`config.mk`:
```
export PLATFORM = sky130hd
export DESIGN_NAME = terminal_escape_key_decoder_core
export DESIGN_NICKNAME = d
export VERILOG_FILES = /design/src/rtl/tekd_pkg.sv /design/src/rtl/terminal_escape_key_decoder_core.sv /design/src/rtl/tekd_decode.sv /design/src/rtl/tekd_out_queue.sv
export SDC_FILE = /design/constraint.sdc
export NUM_CORES = 1
export LEC_CHECK = 0
export BUFFER_PORTS_ARGS = -buffer_cell sky130_fd_sc_hd__clkbuf_2
export CAP_MARGIN = 20
export CORE_MARGIN = 5
export CORE_UTILIZATION = 65
export CTS_BUF_LIST = sky130_fd_sc_hd__clkbuf_8 sky130_fd_sc_hd__clkbuf_16
export DETAILED_ROUTE_END_ITERATION = 10
export MAX_ROUTING_LAYER = met4
export PLACE_DENSITY = 0.91
export SYNTH_ARGS = -nofsm -noshare
export SYNTH_HDL_FRONTEND = slang
export SYNTH_SLANG_ARGS = --single-unit
```
`constraint.sdc`:
```
create_clock -name i_clk -period 8.25 [get_ports i_clk]
set_clock_uncertainty 0.15 [all_clocks]
set_input_delay 0.825 -clock i_clk [delete_from_list [all_inputs] [get_ports i_clk]]
set_output_delay 0.825 -clock i_clk [all_outputs]
set_load 0.1 [all_outputs]
```
`src/rtl/tekd_pkg.sv`:
```
// Shared types, key codes and byte constants for the terminal escape key decoder.
// Used by every module of the block; depends on nothing.
package tekd_pkg;

    // Key codes carried in the key field of a result.
    localparam logic [3:0] KEY_TEXT = 4'd0;
    localparam logic [3:0] KEY_RET  = 4'd1;
    localparam logic [3:0] KEY_BACK = 4'd2;
    localparam logic [3:0] KEY_TAB  = 4'd3;
    localparam logic [3:0] KEY_ESC  = 4'd4;
    localparam logic [3:0] KEY_UP   = 4'd5;
    localparam logic [3:0] KEY_DOWN = 4'd6;
    localparam logic [3:0] KEY_RGT  = 4'd7;
    localparam logic [3:0] KEY_LEFT = 4'd8;
    localparam logic [3:0] KEY_HOME = 4'd9;
    localparam logic [3:0] KEY_INS  = 4'd10;
    localparam logic [3:0] KEY_DEL  = 4'd11;
    localparam logic [3:0] KEY_END  = 4'd12;
    localparam logic [3:0] KEY_PGUP = 4'd13;
    localparam logic [3:0] KEY_PGDN = 4'd14;

    // Input item modes.
    localparam logic MODE_BYTE  = 1'b0;
    localparam logic MODE_FLUSH = 1'b1;

    // Bytes with a meaning of their own.
    localparam logic [7:0] CH_ESC   = 8'h1B;
    localparam logic [7:0] CH_CSI   = 8'h5B; // '['
    localparam logic [7:0] CH_SS3   = 8'h4F; // 'O'
    localparam logic [7:0] CH_DEL   = 8'h7F;
    localparam logic [7:0] CH_BS    = 8'h08;
    localparam logic [7:0] CH_LF    = 8'h0A;
    localparam logic [7:0] CH_CR    = 8'h0D;
    localparam logic [7:0] CH_TAB   = 8'h09;
    localparam logic [7:0] CH_TILDE = 8'h7E;
    localparam logic [7:0] CH_ONE   = 8'h31;
    localparam logic [7:0] CH_SIX   = 8'h36;
    localparam logic [7:0] CH_A     = 8'h41;
    localparam logic [7:0] CH_B     = 8'h42;
    localparam logic [7:0] CH_C     = 8'h43;
    localparam logic [7:0] CH_D     = 8'h44;
    localparam logic [7:0] CH_F     = 8'h46;
    localparam logic [7:0] CH_H     = 8'h48;

    // Sequence progress codes.
    localparam logic [1:0] SEQ_EMPTY = 2'd0;
    localparam logic [1:0] SEQ_DIGIT = 2'd1;
    localparam logic [1:0] SEQ_DEAD  = 2'd2;

    // Result queue geometry.
    localparam int QUEUE_DEPTH = 4;
    localparam int QUEUE_AW    = $clog2(QUEUE_DEPTH);

    typedef struct packed {
        logic       mode;
        logic [7:0] rx_byte;
    } t_in_item;

    typedef struct packed {
        logic [3:0] key;
        logic [7:0] key_char;
        logic       alt_mod;
        logic       last;
    } t_out_item;

    // Results produced by one decoded item.
    typedef struct packed {
        logic [1:0] cnt;
        t_out_item  res0;
        t_out_item  res1;
    } t_dec_result;

    // Queue status seen by the decode stage.
    typedef struct packed {
        logic [QUEUE_AW:0] level;
        logic              room;
    } t_q_status;

    // Key class of a byte seen outside any escape.
    function automatic logic [3:0] plain_key(input logic [7:0] c);
        logic [3:0] k;
        if (c == CH_LF || c == CH_CR) begin
            k = KEY_RET;
        end else if (c == CH_DEL || c == CH_BS) begin
            k = KEY_BACK;
        end else if (c == CH_TAB) begin
            k = KEY_TAB;
        end else begin
            k = KEY_TEXT;
        end
        return k;
    endfunction

    // Navigation key for "<digit>~"; digit is '1'..'6'.
    function automatic logic [3:0] digit_key(input logic [7:0] c);
        logic [3:0] k;
        unique case (c)
            8'h31:   k = KEY_HOME;
            8'h32:   k = KEY_INS;
            8'h33:   k = KEY_DEL;
            8'h34:   k = KEY_END;
            8'h35:   k = KEY_PGUP;
            8'h36:   k = KEY_PGDN;
            default: k = KEY_TEXT;
        endcase
        return k;
    endfunction

endpackage

```
`src/rtl/terminal_escape_key_decoder_core.sv`:
```
// Top level of the terminal escape key decoder: input register, decode stage, result queue.
// Depends on tekd_pkg, tekd_decode and tekd_out_queue.

// The block takes one transaction per clock while o_ready is high: a received
// byte or an end-of-batch marker, and returns zero, one or two key events for it,
// the final one flagged by last. An item is held in the input register, is decoded
// there against the escape state and its results are written into a four-entry
// result queue, from which the first event is offered. One item is decoded per
// cycle as long as the queue has room for two more results; the output side moves
// one event per cycle while i_ready is high, so a stream of items that each give
// two events is held back to the rate at which the queue drains.
module terminal_escape_key_decoder_core
    import tekd_pkg::*;
(
    input  logic      i_clk,
    input  logic      i_rst_n,
    input  logic      i_valid,
    output logic      o_ready,
    input  t_in_item  i_item,
    output logic      o_valid,
    input  logic      i_ready,
    output t_out_item o_item
);

    logic        r_vld;
    t_in_item    r_item;
    logic        fire;
    t_dec_result dec;
    t_q_status   q_status;

    assign fire    = r_vld && q_status.room;
    assign o_ready = !r_vld || fire;

    always_ff @(posedge i_clk) begin
        if (!i_rst_n) begin
            r_vld <= 1'b0;
        end else if (o_ready) begin
            r_vld <= i_valid;
        end
    end

    always_ff @(posedge i_clk) begin
        if (o_ready && i_valid) begin
            r_item <= i_item;
        end
    end

    tekd_decode u_decode (
        .i_clk   (i_clk),
        .i_rst_n (i_rst_n),
        .i_fire  (fire),
        .i_item  (r_item),
        .o_dec   (dec)
    );

    tekd_out_queue u_queue (
        .i_clk    (i_clk),
        .i_rst_n  (i_rst_n),
        .i_push   (fire),
        .i_dec    (dec),
        .o_status (q_status),
        .o_valid  (o_valid),
        .i_ready  (i_ready),
        .o_item   (o_item)
    );

    a_queue_bound: assert property (@(posedge i_clk) disable iff (!i_rst_n)
        q_status.level <= (QUEUE_AW + 1)'(QUEUE_DEPTH))
        else $error("result queue level beyond its depth");

    a_stage_holds: assert property (@(posedge i_clk) disable iff (!i_rst_n)
        r_vld && !fire |=> r_vld && $stable(r_item))
        else $error("stalled item left the input register");

    a_pair_is_escape: assert property (@(posedge i_clk) disable iff (!i_rst_n)
        fire && dec.cnt == 2'd2 |-> dec.res0.key == KEY_ESC && !dec.res0.last)
        else $error("two results without a leading escape event");

    a_valid_needs_level: assert property (@(posedge i_clk) disable iff (!i_rst_n)
        o_valid && !i_ready |=> o_valid)
        else $error("offered result dropped without a transaction");

endmodule

```
`src/rtl/tekd_decode.sv`:
```
// Escape decode stage: holds the escape state and turns one item into up to two results.
// Depends on tekd_pkg.
module tekd_decode
    import tekd_pkg::*;
(
    input  logic        i_clk,
    input  logic        i_rst_n,
    input  logic        i_fire,
    input  t_in_item    i_item,
    output t_dec_result o_dec
);

    typedef enum logic [1:0] {
        ST_IDLE = 2'd0,
        ST_ESC  = 2'd1,
        ST_SEQ  = 2'd2
    } t_state;

    t_state     r_state, n_state;
    logic [7:0] r_pend, n_pend;
    logic [1:0] r_len, n_len;

    logic [7:0] c;
    logic       hit;
    logic [3:0] hit_key;

    assign c = i_item.rx_byte;

    always_comb begin
        n_state     = r_state;
        n_pend      = r_pend;
        n_len       = r_len;
        o_dec       = '0;
        hit         = 1'b0;
        hit_key     = KEY_TEXT;
        if (i_item.mode == MODE_FLUSH) begin
            if (r_state == ST_ESC) begin
                o_dec.cnt  = 2'd1;
                o_dec.res0 = '{key: KEY_ESC, key_char: CH_ESC, alt_mod: 1'b0, last: 1'b0};
            end
            n_state = ST_IDLE;
            n_pend  = '0;
            n_len   = SEQ_EMPTY;
        end else begin
            unique case (r_state)
                ST_ESC: begin
                    if (c == CH_CSI || c == CH_SS3) begin
                        n_state = ST_SEQ;
                        n_pend  = '0;
                        n_len   = SEQ_EMPTY;
                    end else if (c == CH_TAB) begin
                        o_dec.cnt  = 2'd1;
                        o_dec.res0 = '{key: KEY_TAB, key_char: CH_TAB, alt_mod: 1'b1,
                                       last: 1'b0};
                        n_state    = ST_IDLE;
                        n_pend     = '0;
                        n_len      = SEQ_EMPTY;
                    end else begin
                        o_dec.res0 = '{key: KEY_ESC, key_char: c, alt_mod: 1'b0, last: 1'b0};
                        n_pend     = '0;
                        n_len      = SEQ_EMPTY;
                        // A second ESC gives an escape event and re-arms the escape;
                        // anything else is also decoded as a plain byte.
                        if (c == CH_ESC) begin
                            o_dec.cnt = 2'd1;
                            n_state   = ST_ESC;
                        end else begin
                            o_dec.cnt  = 2'd2;
                            o_dec.res1 = '{key: plain_key(c), key_char: c, alt_mod: 1'b0,
                                           last: 1'b0};
                            n_state    = ST_IDLE;
                        end
                    end
                end
                ST_SEQ: begin
                    if (r_len == SEQ_EMPTY) begin
                        priority if (c == CH_A) begin
                            hit = 1'b1; hit_key = KEY_UP;
                        end else if (c == CH_B) begin
                            hit = 1'b1; hit_key = KEY_DOWN;
                        end else if (c == CH_C) begin
                            hit = 1'b1; hit_key = KEY_RGT;
                        end else if (c == CH_D) begin
                            hit = 1'b1; hit_key = KEY_LEFT;
                        end else if (c == CH_H) begin
                            hit = 1'b1; hit_key = KEY_HOME;
                        end else if (c == CH_F) begin
                            hit = 1'b1; hit_key = KEY_END;
                        end else if (c >= CH_ONE && c <= CH_SIX) begin
                            n_pend = c;
                            n_len  = SEQ_DIGIT;
                        end else begin
                            n_len = SEQ_DEAD;
                        end
                    end else if (r_len == SEQ_DIGIT) begin
                        if (c == CH_TILDE && r_pend >= CH_ONE && r_pend <= CH_SIX) begin
                            hit     = 1'b1;
                            hit_key = digit_key(r_pend);
                        end else begin
                            n_len = SEQ_DEAD;
                        end
                    end
                    if (hit) begin
                        o_dec.cnt  = 2'd1;
                        o_dec.res0 = '{key: hit_key, key_char: 8'h00, alt_mod: 1'b0,
                                       last: 1'b0};
                        n_state    = ST_IDLE;
                        n_pend     = '0;
                        n_len      = SEQ_EMPTY;
                    end
                end
                default: begin
                    if (c == CH_ESC) begin
                        n_state = ST_ESC;
                        n_pend  = '0;
                        n_len   = SEQ_EMPTY;
                    end else begin
                        o_dec.cnt  = 2'd1;
                        o_dec.res0 = '{key: plain_key(c), key_char: c, alt_mod: 1'b0,
                                       last: 1'b0};
                        n_state    = ST_IDLE;
                    end
                end
            endcase
        end
        o_dec.res0.last = (o_dec.cnt == 2'd1);
        o_dec.res1.last = 1'b1;
    end

    always_ff @(posedge i_clk) begin
        if (!i_rst_n) begin
            r_state <= ST_IDLE;
            r_pend  <= '0;
            r_len   <= SEQ_EMPTY;
        end else if (i_fire) begin
            r_state <= n_state;
            r_pend  <= n_pend;
            r_len   <= n_len;
        end
    end

endmodule

```
`src/rtl/tekd_out_queue.sv`:
```
// Result queue: takes zero, one or two results per cycle and hands out one per transaction.
// Depends on tekd_pkg.
module tekd_out_queue
    import tekd_pkg::*;
(
    input  logic        i_clk,
    input  logic        i_rst_n,
    input  logic        i_push,
    input  t_dec_result i_dec,
    output t_q_status   o_status,
    output logic        o_valid,
    input  logic        i_ready,
    output t_out_item   o_item
);

    t_out_item             r_mem [QUEUE_DEPTH];
    logic [QUEUE_AW-1:0]   r_wptr, r_rptr;
    logic [QUEUE_AW:0]     r_level;
    logic [1:0]            push_cnt;
    logic                  pop;
    logic [QUEUE_AW-1:0]   wptr_1;

    assign push_cnt = i_push ? i_dec.cnt : 2'd0;
    assign pop      = o_valid && i_ready;
    assign wptr_1   = r_wptr + QUEUE_AW'(1);

    assign o_valid         = (r_level != '0);
    assign o_item          = r_mem[r_rptr];
    // Room for the largest burst one item can cause.
    assign o_status.level  = r_level;
    assign o_status.room   = (r_level <= (QUEUE_AW + 1)'(QUEUE_DEPTH - 2));

    always_ff @(posedge i_clk) begin
        if (push_cnt != 2'd0) begin
            r_mem[r_wptr] <= i_dec.res0;
        end
        if (push_cnt == 2'd2) begin
            r_mem[wptr_1] <= i_dec.res1;
        end
    end

    always_ff @(posedge i_clk) begin
        if (!i_rst_n) begin
            r_wptr  <= '0;
            r_rptr  <= '0;
            r_level <= '0;
        end else begin
            r_wptr  <= r_wptr + QUEUE_AW'(push_cnt);
            r_rptr  <= r_rptr + QUEUE_AW'(pop);
            r_level <= r_level + (QUEUE_AW + 1)'(push_cnt) - (QUEUE_AW + 1)'(pop);
        end
    end

endmodule

```
==> results.py <==
metrics = {
    "cts": {
        "numCtsBuffers": 9,
        "post_cts_resized": 0,
        "clock_path_buffers": 2,
        "cts_max_level": 3,
        "holdBufCountCts": 0,
        "path_clk_slew_ps": 80,
        "clock_latency_ps": 350,
        "clock_sinks": 85,
        "cts_root_buf": "clkbuf_8",
        "cts_tree": "yes",
        "post-cts-setup-buffers": 0,
    },
    "power": {
        "power_frac_comb": 0.287,
        "p_int_w": 0.000722,
        "switchingPower_w": 0.000435,
        "leakagePower_nw": 1.75,
        "clockPowerShare": 0.277,
        "powerDensity_nw_per_um2": 244,
        "swShare": 0.376,
        "seqPwrFrac": 0.436,
        "ir_drop_uv": 163,
    },
    "synth": {
        "ys_seq_area_frac": 0.497,
        "synth_enable_flop_cells": 49,
        "yosys_warnings": 0,
        "yosysUniqueCellTypes": 58,
        "synth_nets": 429,
        "syn_area_per_cell_um2": 10.8,
        "dominantRegCellSynth": "edfxtp_1",
        "mappedNetlistArea_um2": 4410,
        "synth_seq_cells": 85,
        "yosysTopAreaCell": "edfxtp_1",
        "yosys-top-cells-area": "edfxtp_1 (33%), dfxtp_1 (16%), mux4_2 (7.1%)",
        "synthArstFlopShare": 0,
        "yosys.area.top_type_share": 0.334,
        "synthCells": 408,
    },
    "sta": {
        "rsz0062_at_grt": "no",
        "fmax_mhz": 278,
        "finalSetupViolCount": 0,
        "finalHoldViolCount": 0,
        "fin_crit_ps": 3600,
        "slew_violations": 0,
        "tightest_slew_ps": 961,
        "fin_setup_tns_ps": 0,
        "period_share": 0.436,
        "relSlewSlack": 0.358,
    },
    "drt": {
        "viasPerCell": 6.69,
        "drc": 0,
        "drtAntennaViolNets": 0,
        "routedWlPerCell_um": 19.7,
        "drtIter0Drc": 449,
        "num_vias": 3387,
        "drtPass1Iterations": 5,
        "drt-total-wl_um": 9980,
    },
    "final_layout": {
        "final_common_cell": "edfxtp_1",
        "utilization": 0.709,
        "drive_gt1_frac": 0.160,
        "fin_cells": 506,
        "final_area_um2": 4740,
        "final_cell_mix": "edfxtp_1 (49), nand2_1 (46), dfxtp_1 (36)",
        "num-nets-final": 442,
        "diodes": 0,
        "area_growth_pct": 7.35,
    },
    "floorplanning": {
        "fp.dieArea_um2": 8530,
        "coreArea_um2": 6680,
        "die_h_um": 92.4,
        "rows": 30,
        "io_pins": 29,
        "initial_utilization": 0.660,
        "die_width_um": 92.4,
    },
    "worst_setup_path": {
        "arrival_ps": 3460,
        "critPathKind": "flop to flop",
        "critPathSlowestCell": "nand2_1",
        "crit_path_frequent_cell": "nand2_1",
        "path_buf_inv": 1,
        "worstSetupStartpointType": "flop",
        "cp_top_family": "simple AND/OR/NAND/NOR gates",
        "worstPathRequired_ps": 8110,
        "max_stage_delay_ps": 560,
        "critical_path.cell_chain": "inv_1 > ha_1 > nor2_1 > nand2_1 > nand4bb_1 > nor3_1 > nand3_1 > nand2_1",
        "endpoint_kind": "flop",
        "crit_fanout": 14,
    },
    "grt": {
        "grt_usage": 0.253,
        "antenna_found_initial": 0,
        "first_global_vias": 3244,
        "grt-ovfl-total": 0,
        "grt_max_degree": 21,
        "grt_pass1_wl_um": 16300,
    },
    "placed_design": {
        "place_area_um2": 4520,
        "routabilityCongestion": 0.945,
        "dpl.hpwl_um": 7380,
        "portBuffers": 28,
        "place_inst": 490,
    },
    "flow_run": {
        "cap_viol_max_count": 0,
    },
    "worst_hold_path": {
        "hold_path.class": "flop to flop",
    },
    "status": {
        "outcome": "finished, final reports clean",
    },
}
-- area by class of cell --
cell class	count	area [um2]
inverter	17	63.8
tap	80	100
fill	491	1950
sequential	85	2190
timing repair buffer	28	140
clock buffer	11	163
multi-input combinational	280	2020
clock inverter	5	56.3
-- synthesized netlist by cell type, drive strengths merged (2+ instances only) --
master	instances
ha	7
or3	4
a22oi	3
nand2	46
and2	10
nand3	12
nor3	6
and3	7
a21o	3
o22ai	18
o211ai	2
nor2b	6
xor2	2
inv	17
o21ai	14
clkbuf	12
a31oi	5
xnor2	5
nor2	19
a21oi	31
nand2b	5
o2111ai	3
dfxtp	36
mux2i	14
nor4b	2
mux4	14
a21boi	10
nand4	6
or2	3
or4	3
edfxtp	49
nor4	4
buf	14
-- sequential cells by signal, summed over array words and instances (netlist names) --
register / cells
u_queue.r_mem: 56
r_item: 9
u_decode.r_pend: 8
u_queue.r_level: 3
u_decode.r_len: 2
u_decode.r_state: 2
u_queue.r_rptr: 2
u_queue.r_wptr: 2
r_vld: 1
-- tightest hold or removal path: stages, from the launching register on --
cell	delay, ps
dfxtp_1	310
nand2_1	40
a21boi_0	60
-- metal layers --
layer  part of all wire  track usage
met5                  0            -
met1               0.41        0.326
met3              0.077       0.0357
met4              0.023        0.108
met2               0.49        0.405
-- per-stage QoR --
| stage | power [W] | hold WS [ps] | setup slack (ps) |
|---|---|---|---|
| after floorplan | 0.000802 | 285 | 5170 |
| after global placement | 0.000843 | 303 | 4910 |
| after detailed placement | 0.000848 | 305 | 4800 |
| after CTS | 0.00116 | 318 | 4760 |
| after global routing | 0.00120 | 340 | 4380 |
| final | 0.00116 | 315 | 4650 |
-- power groups by stage --
stage / sequential, W / clock [W] / combinational (W)
CTS: 0.000505 / 0.000318 / 0.000334
detailed placement: 0.000515 / 0 / 0.000333
finish: 0.000505 / 0.000320 / 0.000332
global placement: 0.000513 / 0 / 0.000330
floorplan: 0.000483 / 0 / 0.000319
global route: 0.000511 / 0.000336 / 0.000350
-- path summary, 6_finish.rpt --
kind                                          start             endpoint  slack, ps  cells past startpoint
worst min-delay path             u_decode.r_pend[4]   u_decode.r_pend[4]        310                      2
worst min register to register   u_decode.r_pend[4]   u_decode.r_pend[4]        310                      2
worst max register to register  u_decode.r_state[0]  u_queue.r_mem[1][2]       4650                      8
worst max-delay path            u_decode.r_state[0]  u_queue.r_mem[1][2]       4650                      8
-- kinds of logic (layout without fill, tap and decap cells) --
family,after synthesis,in the layout,synth area share
adders and majority gates,8,8,0.0244
AOI/OAI and AO/OA,99,99,0.151
DFF,85,85,0.497
xor gates and xnor gates,7,7,0.0139
and+or+nand+nor,138,138,0.166
muxes,28,28,0.103
buffers and inverters,43,61,0.0451
Note: power is estimated with default switching activity, not from simulation.
